**config.mk**
```make
export PLATFORM = sky130hd
export DESIGN_NAME = sparse_matrix_subtract_merge
export DESIGN_NICKNAME = d
export VERILOG_FILES = /design/src/design/ssm_pkg.sv /design/src/design/ssm_queue.sv /design/src/design/ssm_dp.sv /design/src/design/ssm_ctrl.sv /design/src/design/sparse_matrix_subtract_merge.sv
export SDC_FILE = /design/constraint.sdc
export NUM_CORES = 2
export LEC_CHECK = 0
export BUFFER_PORTS_ARGS = -buffer_cell sky130_fd_sc_hd__buf_2
export CAP_MARGIN = 20
export CORE_ASPECT_RATIO = 0.5
export CORE_MARGIN = 4
export CORE_UTILIZATION = 45
export DETAILED_ROUTE_END_ITERATION = 16
export SLEW_MARGIN = 5
export SYNTH_ARGS = -nofsm -noshare
export SYNTH_HDL_FRONTEND = slang
export SYNTH_SLANG_ARGS = --single-unit
```
**constraint.sdc**
```tcl
create_clock -name clk -period 27.8 [get_ports clk]
set_input_delay 2.78 -clock clk [delete_from_list [all_inputs] [get_ports clk]]
set_output_delay 2.78 -clock clk [all_outputs]
set_load 0.02 [all_outputs]
```
**src/design/ssm_pkg.sv**
```systemverilog
// ----------------------------------------------------------------------------
// ssm_pkg
// shared types and codes for the sparse matrix subtract merge block
// ----------------------------------------------------------------------------
`default_nettype none

package ssm_pkg;

  // input actions
  localparam logic [1:0] ACT_M     = 2'd0;
  localparam logic [1:0] ACT_N     = 2'd1;
  localparam logic [1:0] ACT_M_END = 2'd2;
  localparam logic [1:0] ACT_N_END = 2'd3;

  // result kinds
  localparam logic [1:0] KIND_DIFF  = 2'd0;
  localparam logic [1:0] KIND_DONE  = 2'd1;
  localparam logic [1:0] KIND_FULL  = 2'd2;
  localparam logic [1:0] KIND_ORDER = 2'd3;

  // merge step selected from the queue heads
  localparam logic [1:0] STEP_NONE = 2'd0;
  localparam logic [1:0] STEP_M    = 2'd1;
  localparam logic [1:0] STEP_N    = 2'd2;
  localparam logic [1:0] STEP_BOTH = 2'd3;

  typedef struct packed {
    logic [7:0]         row;
    logic [7:0]         col;
    logic signed [31:0] value;
  } entry_t;

  // controller to datapath
  typedef struct packed {
    logic load;   // take the input item
    logic step;   // perform one merge step
    logic done;   // emit done marker and clear state
    logic flush;  // hand held result to output, marked last
  } cmd_t;

  // datapath to controller
  typedef struct packed {
    logic [1:0] step_kind;
    logic       step_emits;
    logic       done_cond;
    logic       hold_valid;
    logic       out_free;
  } status_t;

endpackage : ssm_pkg

`default_nettype wire

```
**src/design/ssm_queue.sv**
```systemverilog
// ----------------------------------------------------------------------------
// ssm_queue
// circular element queue with registered head read
// ----------------------------------------------------------------------------
`default_nettype none

module ssm_queue #(
  parameter  int DEPTH = 16,
  localparam int CW    = $clog2(DEPTH + 1)
) (
  input  wire logic            clk,
  input  wire logic            rst,
  input  wire logic            clear,
  input  wire logic            push,
  input  wire ssm_pkg::entry_t push_data,
  input  wire logic            pop,
  output      logic [CW-1:0]   count,
  output      ssm_pkg::entry_t head_data
);
  import ssm_pkg::*;

  localparam int PW = (DEPTH > 1) ? $clog2(DEPTH) : 1;

  entry_t        mem [DEPTH];
  logic [PW-1:0] head, head_next;
  logic [PW-1:0] tail;

  function automatic logic [PW-1:0] inc(input logic [PW-1:0] p);
    inc = (p == PW'(DEPTH - 1)) ? '0 : p + PW'(1);
  endfunction

  always_comb begin
    if (clear) begin
      head_next = '0;
    end else if (pop) begin
      head_next = inc(head);
    end else begin
      head_next = head;
    end
  end

  always_ff @(posedge clk) begin
    if (rst) begin
      head  <= '0;
      tail  <= '0;
      count <= '0;
    end else if (clear) begin
      head  <= '0;
      tail  <= '0;
      count <= '0;
    end else begin
      head <= head_next;
      if (push) begin
        tail <= inc(tail);
      end
      if (push && !pop) begin
        count <= count + CW'(1);
      end else if (pop && !push) begin
        count <= count - CW'(1);
      end
    end
  end

  // memory: write at tail, read the next head
  always_ff @(posedge clk) begin
    if (push) begin
      mem[tail] <= push_data;
    end
    head_data <= mem[head_next];
  end

endmodule : ssm_queue

`default_nettype wire

```
**src/design/ssm_dp.sv**
```systemverilog
// ----------------------------------------------------------------------------
// ssm_dp
// datapath: queues, stream state, merge arithmetic, result hold and output
// ----------------------------------------------------------------------------
`default_nettype none

module ssm_dp #(
  parameter int MAX_DIM     = 256,
  parameter int QUEUE_DEPTH = 16
) (
  input  wire logic               clk,
  input  wire logic               rst,
  input  wire ssm_pkg::cmd_t      cmd,
  output      ssm_pkg::status_t   status,
  input  wire logic [1:0]         action,
  input  wire logic [7:0]         row,
  input  wire logic [7:0]         col,
  input  wire logic signed [31:0] value,
  output      logic               out_valid,
  input  wire logic               out_ready,
  output      logic [1:0]         kind,
  output      logic [7:0]         out_row,
  output      logic [7:0]         out_col,
  output      logic signed [32:0] difference,
  output      logic               last
);
  import ssm_pkg::*;

  localparam int          CW    = $clog2(QUEUE_DEPTH + 1);
  localparam logic [16:0] DIM_W = 17'(MAX_DIM);

  // stream state
  logic        m_ended, n_ended;
  logic [15:0] m_last, n_last;
  logic        m_last_valid, n_last_valid;

  // held result, not yet known to be last
  logic               hold_valid;
  logic [1:0]         hold_kind;
  logic [7:0]         hold_row, hold_col;
  logic signed [32:0] hold_diff;

  // queues
  logic [CW-1:0] m_count, n_count;
  entry_t        m_head, n_head, new_entry;
  logic          m_push, n_push, m_pop, n_pop, q_clear;

  ssm_queue #(.DEPTH(QUEUE_DEPTH)) u_m_queue (
    .clk, .rst, .clear(q_clear), .push(m_push), .push_data(new_entry),
    .pop(m_pop), .count(m_count), .head_data(m_head)
  );

  ssm_queue #(.DEPTH(QUEUE_DEPTH)) u_n_queue (
    .clk, .rst, .clear(q_clear), .push(n_push), .push_data(new_entry),
    .pop(n_pop), .count(n_count), .head_data(n_head)
  );

  // input decode
  logic          is_elem, is_m, sel_ended, sel_last_valid, order_drop, full_drop;
  logic [15:0]   sel_last, in_pos;
  logic [CW-1:0] sel_count;
  logic          range_bad, ins_ok;

  always_comb begin
    is_elem        = (action == ACT_M) || (action == ACT_N);
    is_m           = (action == ACT_M);
    sel_ended      = is_m ? m_ended      : n_ended;
    sel_last_valid = is_m ? m_last_valid : n_last_valid;
    sel_last       = is_m ? m_last       : n_last;
    sel_count      = is_m ? m_count      : n_count;
    in_pos         = {row, col};
    range_bad      = ({9'd0, row} >= DIM_W) || ({9'd0, col} >= DIM_W);
    order_drop     = sel_ended || range_bad || (sel_last_valid && (in_pos <= sel_last));
    full_drop      = (sel_count == CW'(QUEUE_DEPTH));
    ins_ok         = cmd.load && is_elem && (value != '0) && !order_drop && !full_drop;
    new_entry      = '{row: row, col: col, value: value};
    m_push         = ins_ok && is_m;
    n_push         = ins_ok && !is_m;
  end

  // merge step
  logic               m_ne, n_ne;
  logic [15:0]        pm, pn;
  logic [1:0]         step_kind;
  logic signed [32:0] op_a, op_b, step_diff;
  logic               step_emits;

  always_comb begin
    m_ne = (m_count != '0);
    n_ne = (n_count != '0);
    pm   = {m_head.row, m_head.col};
    pn   = {n_head.row, n_head.col};
    if (m_ne && n_ne) begin
      if (pm < pn) begin
        step_kind = STEP_M;
      end else if (pm > pn) begin
        step_kind = STEP_N;
      end else begin
        step_kind = STEP_BOTH;
      end
    end else if (!m_ne && m_ended && n_ne) begin
      step_kind = STEP_N;
    end else if (!n_ne && n_ended && m_ne) begin
      step_kind = STEP_M;
    end else begin
      step_kind = STEP_NONE;
    end
    op_a       = (step_kind == STEP_N) ? '0 : {m_head.value[31], m_head.value};
    op_b       = (step_kind == STEP_M) ? '0 : {n_head.value[31], n_head.value};
    step_diff  = op_a - op_b;
    step_emits = (step_kind != STEP_NONE) &&
                 ((step_kind != STEP_BOTH) || (step_diff != '0));
    m_pop      = cmd.step && ((step_kind == STEP_M) || (step_kind == STEP_BOTH));
    n_pop      = cmd.step && ((step_kind == STEP_N) || (step_kind == STEP_BOTH));
    q_clear    = cmd.done;
  end

  logic out_free, push_res, move;

  always_comb begin
    out_free = !out_valid || out_ready;
    push_res = (cmd.step && step_emits) || cmd.done;
    move     = cmd.flush || (push_res && hold_valid);

    status.step_kind  = step_kind;
    status.step_emits = step_emits;
    status.done_cond  = m_ended && n_ended && !m_ne && !n_ne;
    status.hold_valid = hold_valid;
    status.out_free   = out_free;
  end

  // stream state
  always_ff @(posedge clk) begin
    if (rst || cmd.done) begin
      m_ended      <= 1'b0;
      n_ended      <= 1'b0;
      m_last_valid <= 1'b0;
      n_last_valid <= 1'b0;
    end else if (cmd.load) begin
      if (action == ACT_M_END) begin
        m_ended <= 1'b1;
      end
      if (action == ACT_N_END) begin
        n_ended <= 1'b1;
      end
      if (m_push) begin
        m_last_valid <= 1'b1;
      end
      if (n_push) begin
        n_last_valid <= 1'b1;
      end
    end
  end

  always_ff @(posedge clk) begin
    if (m_push) begin
      m_last <= in_pos;
    end
    if (n_push) begin
      n_last <= in_pos;
    end
  end

  // hold register
  always_ff @(posedge clk) begin
    if (rst) begin
      hold_valid <= 1'b0;
    end else if (cmd.load && is_elem && (value != '0) && (order_drop || full_drop)) begin
      hold_valid <= 1'b1;
    end else if (push_res) begin
      hold_valid <= 1'b1;
    end else if (cmd.flush) begin
      hold_valid <= 1'b0;
    end
  end

  always_ff @(posedge clk) begin
    if (cmd.load) begin
      hold_kind <= order_drop ? KIND_ORDER : KIND_FULL;
      hold_row  <= row;
      hold_col  <= col;
      hold_diff <= '0;
    end else if (cmd.done) begin
      hold_kind <= KIND_DONE;
      hold_row  <= '0;
      hold_col  <= '0;
      hold_diff <= '0;
    end else if (cmd.step && step_emits) begin
      hold_kind <= KIND_DIFF;
      hold_row  <= (step_kind == STEP_N) ? n_head.row : m_head.row;
      hold_col  <= (step_kind == STEP_N) ? n_head.col : m_head.col;
      hold_diff <= step_diff;
    end
  end

  // output register
  always_ff @(posedge clk) begin
    if (rst) begin
      out_valid <= 1'b0;
    end else if (move) begin
      out_valid <= 1'b1;
    end else if (out_ready) begin
      out_valid <= 1'b0;
    end
  end

  always_ff @(posedge clk) begin
    if (move) begin
      kind       <= hold_kind;
      out_row    <= hold_row;
      out_col    <= hold_col;
      difference <= hold_diff;
      last       <= cmd.flush;
    end
  end

endmodule : ssm_dp

`default_nettype wire

```
**src/design/ssm_ctrl.sv**
```systemverilog
// ----------------------------------------------------------------------------
// ssm_ctrl
// controller: input accept, merge steps, done marker and final handoff
// ----------------------------------------------------------------------------
`default_nettype none

module ssm_ctrl (
  input  wire logic             clk,
  input  wire logic             rst,
  input  wire logic             in_valid,
  output      logic             in_ready,
  input  wire ssm_pkg::status_t status,
  output      ssm_pkg::cmd_t    cmd
);
  import ssm_pkg::*;

  localparam logic [1:0] ST_IDLE   = 2'd0;
  localparam logic [1:0] ST_WAIT   = 2'd1;
  localparam logic [1:0] ST_SETTLE = 2'd2;
  localparam logic [1:0] ST_FLUSH  = 2'd3;

  logic [1:0] state, state_next;
  logic       room;

  always_comb begin
    room       = !status.hold_valid || status.out_free;
    cmd        = '0;
    in_ready   = 1'b0;
    state_next = state;
    unique case (state)
      ST_IDLE: begin
        in_ready = 1'b1;
        if (in_valid) begin
          cmd.load   = 1'b1;
          state_next = ST_WAIT;
        end
      end
      // queue head read settles after a write
      ST_WAIT: begin
        state_next = ST_SETTLE;
      end
      ST_SETTLE: begin
        if (status.step_kind != STEP_NONE) begin
          if (!status.step_emits || room) begin
            cmd.step = 1'b1;
          end
        end else if (status.done_cond) begin
          if (room) begin
            cmd.done   = 1'b1;
            state_next = ST_FLUSH;
          end
        end else if (!status.hold_valid) begin
          state_next = ST_IDLE;
        end else if (status.out_free) begin
          cmd.flush  = 1'b1;
          state_next = ST_IDLE;
        end
      end
      ST_FLUSH: begin
        if (status.out_free) begin
          cmd.flush  = 1'b1;
          state_next = ST_IDLE;
        end
      end
      default: begin
        state_next = ST_IDLE;
      end
    endcase
  end

  always_ff @(posedge clk) begin
    if (rst) begin
      state <= ST_IDLE;
    end else begin
      state <= state_next;
    end
  end

endmodule : ssm_ctrl

`default_nettype wire

```
**src/design/sparse_matrix_subtract_merge.sv**
```systemverilog
// ----------------------------------------------------------------------------
// sparse_matrix_subtract_merge
// streaming sparse difference Q = M - N by a row-major merge of two queues
// ----------------------------------------------------------------------------
//
//  channel | direction | handshake           | payload
//  --------+-----------+---------------------+----------------------------------
//  in      | input     | in_valid / in_ready | action, row, col, value
//  out     | output    | out_valid/out_ready | kind, out_row, out_col,
//          |           |                     | difference, last
//
// one item at a time: accept, a wait for the queue head read, then one
// merge step per cycle while no emitting step stalls on the output; a
// cancelled pair takes a merge step too, and a done marker adds a handoff
// rst (synchronous, active high) empties both queues and clears end flags
// a held result waits in a hold register until the next result or the end
// of the item shows whether it is last; steps that emit stall on a full
// output register, steps that drop a zero difference never stall
// ----------------------------------------------------------------------------
`default_nettype none

module sparse_matrix_subtract_merge #(
  parameter int MAX_DIM     = 256,
  parameter int QUEUE_DEPTH = 16
) (
  input  wire logic               clk,
  input  wire logic               rst,
  // input items
  input  wire logic               in_valid,
  output      logic               in_ready,
  input  wire logic [1:0]         action,
  input  wire logic [7:0]         row,
  input  wire logic [7:0]         col,
  input  wire logic signed [31:0] value,
  // result items
  output      logic               out_valid,
  input  wire logic               out_ready,
  output      logic [1:0]         kind,
  output      logic [7:0]         out_row,
  output      logic [7:0]         out_col,
  output      logic signed [32:0] difference,
  output      logic               last
);
  import ssm_pkg::*;

  cmd_t    cmd;     // load / step / done / flush
  status_t status;  // merge decision and output room

  // sequencer: accept, wait for head read, merge steps, final handoff
  ssm_ctrl u_ctrl (
    .clk, .rst, .in_valid, .in_ready, .status, .cmd
  );

  // queues, stream state, subtractor, hold and output registers
  ssm_dp #(
    .MAX_DIM     (MAX_DIM),
    .QUEUE_DEPTH (QUEUE_DEPTH)
  ) u_dp (
    .clk, .rst, .cmd, .status,
    .action, .row, .col, .value,
    .out_valid, .out_ready, .kind, .out_row, .out_col, .difference, .last
  );

`ifndef ASSERT_OFF
  // one item at a time: ready drops right after an accept
  a_single_item: assert property (@(posedge clk) disable iff (rst)
    (in_valid && in_ready) |=> !in_ready)
    else $error("input accepted while an item is still in work");

  // the done marker closes the results of its item
  a_done_last: assert property (@(posedge clk) disable iff (rst)
    (out_valid && (kind == KIND_DONE)) |-> last)
    else $error("done marker not flagged last");

  // zero differences are dropped, never emitted
  a_diff_nonzero: assert property (@(posedge clk) disable iff (rst)
    (out_valid && (kind == KIND_DIFF)) |-> (difference != '0))
    else $error("zero difference emitted");

  // no new result is produced while the held one cannot move on
  a_no_overrun: assert property (@(posedge clk) disable iff (rst)
    (cmd.step && status.step_emits && status.hold_valid) |-> status.out_free)
    else $error("held result overwritten");
`endif

endmodule : sparse_matrix_subtract_merge

`default_nettype wire
```
# [Word level (Yosys, flattened, before mapping)]
# Memory sizes are Yosys's and may differ from the RTL's. A register that Yosys moved wholly into a read port is not among the register bits.
# Cells that the tools add are included.
# W data, S select, Z words.
[classes] n_addsub=9 magnitude_cmp=3 eq_ne=18 muxes=64 reduce_logical=68
[op_table] op="$mux W33" n=2
[op_table] op="$mux W8" n=8
[op_table] op="$reduce_bool A33 Y1" n=1
[op_table] op="$sub A33 B33 Y33" n=1
[op_table] op="$mux W4" n=8
[op_table] op="$reduce_bool A32 Y1" n=1
[op_table] op="$mux W2" n=14
[op_table] op="$logic_and A1 B1 Y1" n=25
[op_table] op="$mux W5" n=5
[op_table] op="$mux W1" n=24
[op_table] op="$add A4 B1 Y4 const B" n=4
[op_table] op="$eq A4 B4 Y1 const B" n=4
[op_table] op="$gt A16 B16 Y1" n=1
[op_table] op="$le A16 B16 Y1" n=1
[op_table] op="$lt A16 B16 Y1" n=1
[op_table] op="$mux W16" n=1
[op_table] op="$eq A2 B2 Y1 const B" n=6
[op_table] op="$logic_not A1 Y1" n=12
[op_table] op="$logic_or A1 B1 Y1" n=12
[op_table] op="$add A5 B1 Y5 const B" n=2
[op_table] op="$reduce_bool A5 Y1" n=2
[op_table] op="$sub A5 B1 Y5 const B" n=2
[op_table] op="$pmux W2 S4" n=1
[op_table] op="$reduce_and A2 Y1" n=4
[op_table] op="other kinds (10)" n=20
[totals] regBits=169 ram_bits=1536 in_bits=54 out_inout_bits=54 mem_count=2
[mem_list] name="u_dp.u_m_queue.mem" depth=16 width=48 read_ports=1 rd_clocked_by_memory_dff=1 wr=1 line="ssm_queue.sv:24" source="entry_t mem [DEPTH];"
[mem_list] name="u_dp.u_n_queue.mem" depth=16 width=48 read_ports=1 rd_clocked_by_memory_dff=1 wr=1 line="ssm_queue.sv:24"

# [Logic depth before layout (Yosys ltp)]
[depth] depth_word=23 ltp_mapped=34 mapped_depth_nobuf=31

# [Hierarchy]
# A second synthesis with hierarchy kept.
[hier_totals] hier_cells=6283 area_unflattened_um2=78544.1
[by_module_without_submodules] module="ssm_queue at u_dp.u_n_queue" instances=1 cells_per_inst=2936 area_per_inst_um2=37524.7 seq_area_each_um2=24283.3
[by_module_without_submodules] module="ssm_queue at u_dp.u_m_queue" instances=1 cells_per_inst=2386 area_per_inst_um2=31831.8 seq_area_each_um2=24283.3
[by_module_without_submodules] module="ssm_dp" instances=1 cells_per_inst=932 area_per_inst_um2=8977.4 seq_area_each_um2=3843.7
[by_module_without_submodules] module="ssm_ctrl" instances=1 cells_per_inst=29 area_per_inst_um2=210.2 seq_area_each_um2=40.0

# [Worst setup path before layout]
# OpenSTA, ideal clock, no wires.
[synth_timing] path_kind="input -> register" start="input port action[1]" end="memory u_dp.u_m_queue.mem[3][0] (netlist bit), enable pin" arrival_time_ps=10118 path_slack_ps=17169 path_stages=20 path_cell_list="nor2_1 -> buf_1 -> clkbuf_1 -> mux2i_1 -> ha_1 -> nor2b_1 -> o21a_1 -> o21a_1 -> o21a_1 -> o21a_1 -> o21a_1 -> o21ai_0 -> a311oi_1 -> o21ai_0 -> a311oi_1 -> nor2b_1 -> and2_1 -> clkbuf_1 -> nand2_1 -> nor3_1"
[synth_via] elab_chain_cells=11 word_cells_on_any_way=20
[synth_lines] element="from (decl)" line="sparse_matrix_subtract_merge.sv:31" source="input wire logic [1:0] action,"
[synth_lines] element="$logic_not A2 Y1" line="ssm_dp.sv:65, ssm_dp.sv:66"
[synth_lines] element="$mux W16" line="ssm_dp.sv:69" source="sel_last = is_m ? m_last : n_last;"
[synth_lines] element="$le A16 B16 Y1" line="ssm_dp.sv:73" source="order_drop = sel_ended || range_bad || (sel_last_valid && (in_pos <= sel_last));"
[synth_lines] element="$logic_and A1 B1 Y1" line="ssm_dp.sv:73"
[synth_lines] element="$logic_or A1 B1 Y1" line="ssm_dp.sv:73"
[synth_lines] element="$logic_not A1 Y1" line="ssm_dp.sv:75" source="ins_ok = cmd.load && is_elem && (value != '0) && !order_drop && !full_drop;"
[synth_lines] element="$logic_and A1 B1 Y1 (2 in a row)" line="ssm_dp.sv:75"
[synth_lines] element="$logic_and A1 B1 Y1 *" line="ssm_dp.sv:77" source="m_push = ins_ok && is_m;"
[synth_lines] element="named net u_dp.m_push" line="ssm_dp.sv:46" source="logic m_push, n_push, m_pop, n_pop, q_clear;"
[synth_lines] element="$mux W1 *" line="ssm_queue.sv:66" source="if (push) begin"
[synth_lines] element="$mux W1 (not written as such) *" line="ssm_queue.sv:67" source="mem[tail] <= push_data;"
[synth_lines] element="to (decl)" line="ssm_queue.sv:24"
# The timed path passes the listed nets; every way through them passes the cells marked *.

# [Worst setup path after layout]
[layout_timing] start="register u_dp.u_n_queue.head_data[47] (netlist name)" end="register u_dp.u_n_queue.head_data[34] (netlist name)"
[layout_via] elab_chain_cells=18 word_cells_on_any_way=26
[layout_lines] element="$gt A16 B16 Y1" line="ssm_dp.sv:96" source="end else if (pm > pn) begin"
[layout_lines] element="$mux W1" line="ssm_dp.sv:96"
[layout_lines] element="$mux W2 *" line="ssm_dp.sv:94" source="if (pm < pn) begin"
[layout_lines] element="$mux W2 *" line="ssm_dp.sv:93" source="if (m_ne && n_ne) begin"
[layout_lines] element="$eq A2 B2 Y1 or $eq A2 B1 Y1 (tied branches)" line="ssm_dp.sv:108, ssm_dp.sv:114, ssm_dp.sv:109"
[layout_lines] element="$mux W33, on equally long branches" line="ssm_dp.sv:108, ssm_dp.sv:109"
[layout_lines] element="$sub A33 B33 Y33" line="ssm_dp.sv:110" source="step_diff = op_a - op_b;"
[layout_lines] element="$reduce_bool A33 Y1" line="ssm_dp.sv:112" source="((step_kind != STEP_BOTH) || (step_diff != '0));"
[layout_lines] element="(+2 left out)"
[layout_lines] element="$logic_not A1 Y1" line="ssm_ctrl.sv:44" source="if (!status.step_emits || room) begin"
[layout_lines] element="$logic_or A1 B1 Y1" line="ssm_ctrl.sv:44"
[layout_lines] element="$mux W1" line="ssm_ctrl.sv:44"
[layout_lines] element="$mux W1" line="ssm_ctrl.sv:43" source="if (status.step_kind != STEP_NONE) begin"
[layout_lines] element="$mux W2" line="ssm_ctrl.sv:30" source="unique case (state)"
[layout_lines] element="$logic_and A1 B1 Y1" line="ssm_dp.sv:114" source="n_pop = cmd.step && ((step_kind == STEP_N) || (step_kind == STEP_BOTH));"
[layout_lines] element="$mux W4" line="ssm_queue.sv:35" source="end else if (pop) begin"
[layout_lines] element="$mux W4 *" line="ssm_queue.sv:33" source="if (clear) begin"
# Mark *: on every way between the ends. The rest lies on a longest branch, timed or not.
# A chain may end at the register's enable or synchronous reset.

==> flow_metrics.py <==
metrics = {
    "grt": {
        "grt.overflow.total": 0,
        "first_global_vias": 39823,
        "grt_max_degree": 142,
        "grt_pass1_wl_mm": 287,
        "antenna_found_initial": 23,
        "gr-usage-all-layers": 0.243,
    },
    "clock_tree": {
        "clk_pin_slew_ps": 70,
        "hold_buffers": 0,
        "post_cts_buffers": 0,
        "cts.sinks": 1801,
        "cts_buffer_depth": 3,
        "htree_levels": 4,
        "clk_latency_ps": 790,
        "cts_resized": 0,
        "cts_tree": "yes",
        "cts_inserted_buffers": 157,
        "ctsRootBufferMaster": "clkbuf_16",
    },
    "placed_design": {
        "dpl.hpwl_mm": 119,
        "gp_congestion": 0.908,
        "numPortBuffers": 107,
    },
    "logic_synthesis": {
        "synthTopCellsByArea": "edfxtp_1, mux2i_1, dfxtp_1",
        "synth.avg_cell_area_sq_um": 15.2,
        "post-synth-top-count-cell": "edfxtp_1",
        "synth_nets": 4809,
        "syn_area_sq_um": 71200,
        "synth-edff-count": 1638,
        "ys_types": 77,
        "synth_top_area_share": 0.691,
        "ys_ff_latch": 1801,
        "yosysWarningCount": 0,
        "synthTopCellsByCount": "edfxtp_1, mux2i_1, nand2_1",
        "syn_inst": 4670,
        "yosys.area.top_type": "edfxtp_1",
        "synth_top_flop_cell": "edfxtp_1",
        "synth-seq-area-share": 0.737,
        "async_flop_share": 0,
    },
    "route": {
        "drc": 0,
        "firstDrtPassIters": 5,
        "ant_nets": 0,
        "first_iter_violations": 5430,
        "via_per_inst": 6.00,
        "wirelength_mm": 204,
        "wl_per_cell_microns": 29.2,
        "vias": 41879,
    },
    "setup_path": {
        "path_buf_inv": 4,
        "crit_top_cell": "buf_4",
        "path_class": "reg -> reg",
        "crit_fanout": 59,
        "cp.arrival_ps": 10950,
        "crit_required_ps": 28450,
        "cp_top_family": "compound AO/OA/AOI/OAI gates",
        "crit_path_top_delay_cell": "buf_4",
        "critPathMaxStageDelay_ps": 840,
        "startpoint_type": "flip-flop",
        "rrSetupSlack_ps": 17490,
        "cp-end-kind": "flip-flop",
    },
    "power_and_ir_drop": {
        "power_frac_comb": 0.065,
        "switching_share": 0.227,
        "net-switching-power_mw": 1.26,
        "p_int_mw": 4.29,
        "powerDensity_nw_per_um2": 69.9,
        "pwr-share-seq": 0.539,
        "power_leakage_nw": 27.4,
        "ir_drop_uv": 49.8,
        "clkPwrFrac": 0.395,
        "total_power_mw": 5.55,
    },
    "sta": {
        "rsz0062_at_grt": "no",
        "hold_viol_final": 0,
        "relSlewSlack": 0.246,
        "timing.final.crit_share": 0.371,
        "worst_slew_pin_slew_ps": 1130,
        "finalSetupViolCount": 0,
        "fin_skew_ps": 37.5,
        "max_freq_mhz": 97.0,
        "post-route-min-period_ps": 10310,
        "slew_viol_final": 0,
        "setup_tns_ps": 0,
        "hold_ws_ps": 406,
    },
    "hold_path": {
        "hp-class": "reg -> reg",
    },
    "floorplan": {
        "row_count": 102,
        "die_w_microns": 570,
        "initial_utilization": 0.456,
        "core_area_sq_um": 156000,
        "die_h_microns": 289,
        "die_area_sq_um": 165000,
        "num_io_pins": 108,
    },
    "flow_run": {
        "max_cap_violations": 0,
    },
    "finish": {
        "syn_to_final_growth_pct": 11.6,
        "fin_nets": 4904,
        "drive_above_1_share": 0.105,
    },
    "run_status": {
        "outcome": "finished clean",
    },
}
## flip-flops by register name (all words and copies together) (netlist names), 16 cells and up
name                      count
u_dp.u_m_queue.head_data     48
u_dp.m_last                  16
u_dp.u_n_queue.head_data     48
u_dp.n_last                  16
u_dp.hold_diff               33
u_dp.u_m_queue.mem          768
u_dp.u_n_queue.mem          768
u_dp.difference              33
## cell type report
type                    count  area (sq um)
diodes                      2          5.00
clock buffers             218          4400
clock inverters            77           713
fillers                 12900         76600
inverters                  42           158
multi-input cells        2557         17700
flip-flops and latches   1801         52500
well taps                2080          2600
repair buffers            206          1330
## stage by stage
stage                     instances  utilization  worst slack [ps]  cell area, sq um
after floorplan                4670            -             17170             71200
after global placement         6684        0.476             17650             74200
after detailed placement       6684        0.476             17480             74200
after CTS                      6979        0.509             17400             79400
after global routing           6982        0.509             17130             79400
final                          6983        0.509             17490             79400
## path summary, 6_finish.rpt
check	endpoint	startpoint	depth (start not counted)
hold / removal	u_dp.difference[9]$_DFFE_PP_	u_dp.hold_diff[9]$_SDFFE_PP0P_	0
setup reg to reg	u_dp.u_n_queue.head_data[34]$_DFF_P_	u_dp.u_n_queue.head_data[47]$_DFF_P_	28
setup / recovery	u_dp.u_n_queue.head_data[34]$_DFF_P_	u_dp.u_n_queue.head_data[47]$_DFF_P_	28
hold reg to reg	u_dp.difference[9]$_DFFE_PP_	u_dp.hold_diff[9]$_SDFFE_PP0P_	0
## worst register-to-register path: cells and delay by family (launching register included)
family	cells	cell delay [ps]
buf+inv	4	1990
flops	1	350
compound gates	11	4060
fa+ha+maj	2	690
simple gates	11	3090
## logic make-up after synthesis
group           count (synthesis)  share of synthesized area
flops                        1801                      0.737
compound gates                964                     0.0897
simple gates                  943                     0.0593
mux                           533                     0.0751
buf+inv                       312                     0.0197
fa+ha+maj                      85                     0.0153
xor+xnor                       32                    0.00394
## placed cells by master, fill, tap and decap left out, drive strengths merged, types with 65 or more instances in the layout
cell,instances
a21oi,349
nand3,69
clkbuf,218
edfxtp,1638
o21ai,86
buf,206
a21o,75
mux2i,528
nand2,506
ha,82
dfxtp,163
nor4,65
nor2,142
o22ai,96
## power by group through the flow
stage / Clock (mW) / Sequential, mW / Combinational [mW]
floorplan: 0 / 3.04 / 0.220
global placement: 0 / 3.05 / 0.358
detailed placement: 0 / 3.05 / 0.360
CTS: 2.22 / 2.99 / 0.362
global route: 2.34 / 2.99 / 0.394
finish: 2.19 / 2.99 / 0.364
## per-layer routing
metal,GRT usage,part of all wire,vias up
met3,0.0561,0.096,264
met1,0.364,0.45,21491
li1,-,-,18255
met4,0.0533,0.018,20
met5,0,0.00066,-
met2,0.362,0.44,1849
Note: power is estimated with default switching activity, not from simulation.
